[config.mk]
export PLATFORM = sky130hd
export DESIGN_NAME = arinc429_word_transmitter_top
export DESIGN_NICKNAME = d
export VERILOG_FILES = /design/src/design/a429tx_pkg.sv /design/src/design/arinc429_word_transmitter_top.sv
export SDC_FILE = /design/constraint.sdc
export NUM_CORES = 1
export LEC_CHECK = 0
export BUFFER_PORTS_ARGS = -buffer_cell sky130_fd_sc_hd__buf_2
export CAP_MARGIN = 40
export CORE_UTILIZATION = 30
export CTS_BUF_LIST = sky130_fd_sc_hd__clkbuf_8
export DETAILED_ROUTE_END_ITERATION = 10
export GPL_TIMING_DRIVEN = 0
export PLACE_DENSITY_LB_ADDON = 0.2
export SLEW_MARGIN = 25
export SYNTH_ARGS = -nofsm -noshare
export SYNTH_HDL_FRONTEND = slang
export SYNTH_SLANG_ARGS = --single-unit
[constraint.sdc]
create_clock -name clk -period 11.3 [get_ports clk]
set_input_delay 1.13 -clock clk [delete_from_list [all_inputs] [get_ports clk]]
set_output_delay 1.13 -clock clk [all_outputs]
set_load 0.05 [all_outputs]
[src/design/a429tx_pkg.sv]
package a429tx_pkg;

    localparam int WORD_BITS     = 32;
    localparam int BIT_IDX_W     = 6;
    localparam int PRESSURE_W    = 21;
    localparam int PRESSURE_LSB  = 10;
    localparam int LABEL_W       = 8;
    localparam int TICKS_W       = 16;
    localparam int GAP_W         = 8;
    localparam int CFG_DATA_W    = 16;
    localparam int CFG_IDX_W     = 2;

    localparam logic [CFG_IDX_W-1:0] CFG_LABEL_CODE     = 2'd0;
    localparam logic [CFG_IDX_W-1:0] CFG_HALF_BIT_TICKS = 2'd1;
    localparam logic [CFG_IDX_W-1:0] CFG_GAP_HALF_BITS  = 2'd2;

    localparam logic [LABEL_W-1:0] LABEL_RESET = 8'd174;
    localparam logic [TICKS_W-1:0] TICKS_RESET = 16'd40;
    localparam logic [GAP_W-1:0]   GAP_RESET   = 8'd8;

    localparam logic [BIT_IDX_W-1:0] GAP_INDEX = BIT_IDX_W'(WORD_BITS);

    typedef struct packed {
        logic line_a;
        logic line_b;
        logic busy_res;
        logic word_sent;
    } a429tx_result_t;

    function automatic logic [WORD_BITS-1:0] build_word(
        input logic [LABEL_W-1:0]    label,
        input logic [PRESSURE_W-1:0] pressure
    );
        logic [WORD_BITS-1:0] w;
        begin
            w = '0;
            w[LABEL_W-1:0] = label;
            w[PRESSURE_LSB +: PRESSURE_W] = pressure;
            w[WORD_BITS-1] = ~(^w[WORD_BITS-2:0]);
            return w;
        end
    endfunction

endpackage

[src/design/arinc429_word_transmitter_top.sv]
// A word's result is registered in the result register, or in the skid
// register while the result register is held. Throughput: one word per
// cycle while the skid register is empty; the two-entry output buffer
// keeps input and output apart. Reset (rst_n, async, active low): idle,
// buffer empty, label 174, 40 ticks per half bit, gap of 8 half bits.
module arinc429_word_transmitter_top
    import a429tx_pkg::*;
(
    input  logic                  clk,
    input  logic                  rst_n,
    input  logic                  cfg_we,
    input  logic [CFG_IDX_W-1:0]  cfg_index,
    input  logic [CFG_DATA_W-1:0] cfg_data,
    input  logic                  in_valid,
    output logic                  in_ready,
    input  logic                  start_req,
    input  logic [PRESSURE_W-1:0] pressure_value,
    input  logic                  tick,
    output logic                  out_valid,
    input  logic                  out_ready,
    output logic                  line_a,
    output logic                  line_b,
    output logic                  busy_res,
    output logic                  word_sent
);

    logic [LABEL_W-1:0] label_reg;
    logic [TICKS_W-1:0] half_ticks_reg;
    logic [GAP_W-1:0]   gap_bits_reg;

    logic [WORD_BITS-1:0] word_reg,   word_next;
    logic [BIT_IDX_W-1:0] bit_idx_reg, bit_idx_next;
    logic                 null_reg,   null_next;
    logic [TICKS_W-1:0]   tcnt_reg,   tcnt_next;
    logic [GAP_W-1:0]     gcnt_reg,   gcnt_next;
    logic                 send_reg,   send_next;

    a429tx_result_t res_next, out_reg, skid_reg;
    logic           out_valid_reg, skid_valid_reg;

    logic             in_acc;
    logic             out_pop;
    logic [TICKS_W:0] t_inc;
    logic [TICKS_W:0] limit;
    logic [GAP_W-1:0] g_inc;
    logic             done;

    assign in_ready = ~skid_valid_reg;
    assign in_acc   = in_valid & in_ready;
    assign out_pop  = out_valid_reg & out_ready;

    always_ff @(posedge clk or negedge rst_n)
    begin
        if (!rst_n)
        begin
            label_reg      <= LABEL_RESET;
            half_ticks_reg <= TICKS_RESET;
            gap_bits_reg   <= GAP_RESET;
        end
        else if (cfg_we)
        begin
            unique case (cfg_index)
                CFG_LABEL_CODE:     label_reg      <= cfg_data[LABEL_W-1:0];
                CFG_HALF_BIT_TICKS: half_ticks_reg <= cfg_data[TICKS_W-1:0];
                CFG_GAP_HALF_BITS:  gap_bits_reg   <= cfg_data[GAP_W-1:0];
                default:            ;
            endcase
        end
    end

    // next state of the serializer for the word being accepted
    always_comb
    begin
        word_next    = word_reg;
        bit_idx_next = bit_idx_reg;
        null_next    = null_reg;
        tcnt_next    = tcnt_reg;
        gcnt_next    = gcnt_reg;
        send_next    = send_reg;
        done         = 1'b0;
        limit        = (half_ticks_reg == '0) ? (TICKS_W+1)'(1)
                                              : {1'b0, half_ticks_reg};
        t_inc        = {1'b0, tcnt_reg} + (TICKS_W+1)'(1);
        g_inc        = gcnt_reg + GAP_W'(1);

        if (!send_reg)
        begin
            if (start_req)
            begin
                word_next    = build_word(label_reg, pressure_value);
                bit_idx_next = '0;
                null_next    = 1'b0;
                tcnt_next    = '0;
                gcnt_next    = '0;
                send_next    = 1'b1;
            end
        end
        else if (tick)
        begin
            if (t_inc >= limit)
            begin
                tcnt_next = '0;
                if (bit_idx_reg < GAP_INDEX)
                begin
                    if (!null_reg)
                    begin
                        null_next = 1'b1;
                    end
                    else
                    begin
                        null_next    = 1'b0;
                        bit_idx_next = bit_idx_reg + BIT_IDX_W'(1);
                        if (bit_idx_next >= GAP_INDEX && gap_bits_reg == '0)
                        begin
                            done = 1'b1;
                        end
                    end
                end
                else
                begin
                    gcnt_next = g_inc;
                    if (g_inc >= gap_bits_reg)
                    begin
                        done = 1'b1;
                    end
                end
            end
            else
            begin
                tcnt_next = t_inc[TICKS_W-1:0];
            end
        end

        if (done)
        begin
            send_next    = 1'b0;
            bit_idx_next = '0;
            null_next    = 1'b0;
            tcnt_next    = '0;
            gcnt_next    = '0;
        end

        res_next.line_a    = 1'b0;
        res_next.line_b    = 1'b0;
        res_next.busy_res  = send_next;
        res_next.word_sent = done;
        if (send_next && bit_idx_next < GAP_INDEX && !null_next)
        begin
            res_next.line_a = word_next[bit_idx_next[BIT_IDX_W-2:0]];
            res_next.line_b = ~word_next[bit_idx_next[BIT_IDX_W-2:0]];
        end
    end

    always_ff @(posedge clk or negedge rst_n)
    begin
        if (!rst_n)
        begin
            word_reg    <= '0;
            bit_idx_reg <= '0;
            null_reg    <= 1'b0;
            tcnt_reg    <= '0;
            gcnt_reg    <= '0;
            send_reg    <= 1'b0;
        end
        else if (in_acc)
        begin
            word_reg    <= word_next;
            bit_idx_reg <= bit_idx_next;
            null_reg    <= null_next;
            tcnt_reg    <= tcnt_next;
            gcnt_reg    <= gcnt_next;
            send_reg    <= send_next;
        end
    end

    // result register with skid entry
    always_ff @(posedge clk or negedge rst_n)
    begin
        if (!rst_n)
        begin
            out_valid_reg  <= 1'b0;
            skid_valid_reg <= 1'b0;
        end
        else if (!out_valid_reg || out_pop)
        begin
            if (skid_valid_reg)
            begin
                out_valid_reg  <= 1'b1;
                skid_valid_reg <= 1'b0;
            end
            else
            begin
                out_valid_reg <= in_acc;
            end
        end
        else if (in_acc)
        begin
            skid_valid_reg <= 1'b1;
        end
    end

    always_ff @(posedge clk)
    begin
        if (!out_valid_reg || out_pop)
        begin
            if (skid_valid_reg)
            begin
                out_reg <= skid_reg;
            end
            else if (in_acc)
            begin
                out_reg <= res_next;
            end
        end
        else if (in_acc)
        begin
            skid_reg <= res_next;
        end
    end

    assign out_valid = out_valid_reg;
    assign line_a    = out_reg.line_a;
    assign line_b    = out_reg.line_b;
    assign busy_res  = out_reg.busy_res;
    assign word_sent = out_reg.word_sent;

    a_lines_exclusive: assert property (@(posedge clk) disable iff (!rst_n)
        out_valid_reg |-> !(out_reg.line_a && out_reg.line_b))
        else $error("line_a and line_b both driven");

    a_sent_not_busy: assert property (@(posedge clk) disable iff (!rst_n)
        (out_valid_reg && out_reg.word_sent) |-> !out_reg.busy_res)
        else $error("word_sent while still busy");

    a_drive_needs_busy: assert property (@(posedge clk) disable iff (!rst_n)
        (out_valid_reg && (out_reg.line_a || out_reg.line_b)) |-> out_reg.busy_res)
        else $error("line driven while idle");

    a_skid_behind_out: assert property (@(posedge clk) disable iff (!rst_n)
        skid_valid_reg |-> out_valid_reg)
        else $error("skid entry holds a word while result register is empty");

    a_idle_state_clear: assert property (@(posedge clk) disable iff (!rst_n)
        !send_reg |-> (bit_idx_reg == '0 && !null_reg && tcnt_reg == '0))
        else $error("serializer counters not cleared while idle");

endmodule

==> summary.txt <==
Status
  • Status: complete, no violations

Job
  • Max cap viols: 0

Hold path
  • Hold depth: 2
  • Worst Hold Path EP: word_reg[8]
  • Hold Crit Start: word_reg[8]
  • Worst hold path type: reg2reg

STA
  • Total negative slack: 0 ns
  • Min cycle time layout: roughly 5.2 ns
  • Fmax: approximately 190 MHz
  • Final setup viols: 0
  • Final Hold Fails: 0
  • Period Utilization, post-route: 46.4%
  • Worst Skew: about 0.014 ns
  • Worst slew pin tran: about 0.7 ns
  • Slew Viols, Final: 0
  • Slew headroom: between 50% and 60%
  • RSZ-0062 raised after global routing: no
  • Post-route worst setup slack: approximately 6.1 ns

Placement
  • RePlAce Congestion: 0.828
  • Post-DP Area: 0.00677 mm²
  • Dpl ws: 6.07 ns
  • DP Wirelength: 11400 µm
  • I/O Buffers: 51

Final layout
  • Max FFs per register: 32
  • Most frequent cells in the layout: dfrtp_1 (90), mux2_2 (68), buf_2 (51)
  • Post-Route Utilization: 35.4%
  • N_diodes: 0
  • Net count, final: 713
  • Commonest non-fill, non-tap cell in the layout: dfrtp_1
  • Post-route cell area: around 0.0070 mm²
  • Area Overhead vs Synth: 13.8%
  • Share of layout cells above drive strength 1: 25.4%

Worst setup path
  • CP arrival: 5.38 ns
  • Worst Path Required: 11.44 ns
  • Crit path max fanout: 8
  • Reg2reg path depth: 16
  • Critical path type: reg2reg
  • FF-to-FF Start: tcnt_reg[0]
  • Crit end category: flip-flop
  • Setup crit start: tcnt_reg[0]
  • Crit start category: flip-flop
  • R2r setup slk: 6.06 ns
  • R2r endpoint: line_a

Clocking
  • Max Buffers Root-to-Sink: 2
  • H-tree depth: 3
  • TritonCTS buffer count: 9
  • Clk_lat worst skew: 0.39 ns
  • Root Driver: clkbuf_8
  • # Post-CTS Setup Buffers: 0
  • CTS Hold Buffers Added: 0
  • Cts repair resizes: 0
  • CTS tree: done
  • Worst-path clk slew: 0.10 ns
  • CTS Sinks: 106

Power and ir drop
  • Leak: 3.09 nW
  • PwrDens: about 150 mW/mm²
  • Peak VDD IR: 0.0707 mV

GRT
  • Grt ovf: 0
  • Total track usage: 14.7%
  • Number of global-route vias before repair: 4720
  • First-pass GRT wire length: between 20000 and 25000 µm
  • Initial antenna violation count: 0
  • Largest net degree at the start of global routing: 65

Floorplanning
  • Initial Utilization: approximately 31%
  • Die width: 145 µm
  • Die area: 0.0211 mm²
  • Num rows: 51
  • Ports: 52
  • Core ar.: 0.0198 mm²
  • Die Ht: 145 µm

Yosys
  • Yosys warnings: 0
  • Post-synthesis instance total: approximately 580
  • Async SR Flop Fraction: 92.5%
  • Netlist cell types: 73
  • Post-synth EDFFs: 8
  • Register bit count reported by yosys: 106
  • Sequential area share after synthesis: 44.0%
  • Avg Inst Size Synth: 10.6 µm²
  • Syn nets: 650
  • Mapped cell area: 0.00614 mm²
  • Dominant synthesized flop cell: dfrtp_1

Drt
  • Total wire length: roughly 15000 µm
  • Via count: 4551
  • Routed Antenna Nets: 0
  • Starting DRT DRC Count: 261
  • Vias per cell: 5.00
  • Drt drc: 0
  • Avg WL per Cell: about 16 µm
  • Pre-Repair DR Iteration Count: 5
## stage by stage
stage / instances / total power [mW] / hold slack (ns)
6_report: 910 / 1.07 / 0.503
5_1_grt: 910 / 1.13 / 0.539
4_1_cts: 910 / 1.08 / 0.502
3_5_place_dp: 894 / 0.805 / 0.477
3_3_place_gp: 893 / 0.793 / 0.470
2_1_floorplan: 577 / 0.712 / 0.457
## power breakdown
| part | total, mW | switching (mW) | internal [mW] |
|---|---|---|---|
| logic | 0.304 | 0.162 | 0.143 |
| clock network | 0.270 | 0.143 | 0.127 |
| registers | 0.491 | 0.0485 | 0.442 |
## worst max-delay path, stage by stage (launching register included)
cell and delay, ns:
dfrtp_1 0.47, ha_1 0.24, nand4_1 0.15, nor2_1 0.37
and3_1 0.29, xor2_1 0.21, ha_1 0.29, and3_1 0.20
a221oi_2 0.42, nand2_1 0.27, a2111o_4 0.58, nor2_8 0.16
mux2_1 0.39, a211oi_1 0.35, o21ai_0 0.21, a31oi_4 0.31
o31ai_1 0.09
## cell type report
type	instances	area, µm²
Fill cell	2051	12800
Multi-Input combinational cell	421	3240
Sequential cell	106	2700
Tap cell	265	332
Timing Repair Buffer	52	289
Inverter	34	128
Clock buffer	9	124
Clock inverter	7	100
Buffer	16	77.6
## metal layers
metal  part of all wire, %  wire (µm)  track usage, %  up-vias
met2                    46       6910            23.7       87
li1                      -          -               -     2214
met5                     0          0               0        -
met3                   3.2        480            2.48       13
met4                   1.1        160            4.37        0
met1                    49       7330            20.2     2237
## cell usage after synthesis, drive strengths merged (15+ instances only)
library cell	number	area share, %
dfrtp	90	37
xnor2	36	5.1
ha	27	5.5
mux2	69	13
nand3	30	2.4
inv	34	2.1
o21ai	28	2.3
nand2	46	2.8
a22o	15	2.1
a21oi	19	1.6
nor2	34	2.3
## kinds of logic (layout without fill, tap and decap cells)
| family | count (synthesis) | after routing | share of synthesized area, % |
|---|---|---|---|
| adders and majority gates | 27 | 27 | 5.50 |
| buffers and inverters | 50 | 118 | 3.34 |
| muxes | 73 | 73 | 13.3 |
| DFF | 106 | 106 | 44.0 |
| and+or+nand+nor | 163 | 163 | 13.4 |
| xor gates and xnor gates | 48 | 48 | 6.84 |
| AOI/OAI and AO/OA | 110 | 110 | 13.6 |
## how the worst max path moves through the flow
stage | end | depth (start not counted)
after floorplan | line_a | 16
after global placement | line_a | 16
after detailed placement | line_a | 16
after CTS | line_a | 16
after global routing | skid_reg[2] | 17
final | line_a | 16
(Power assumes the default switching activity.)
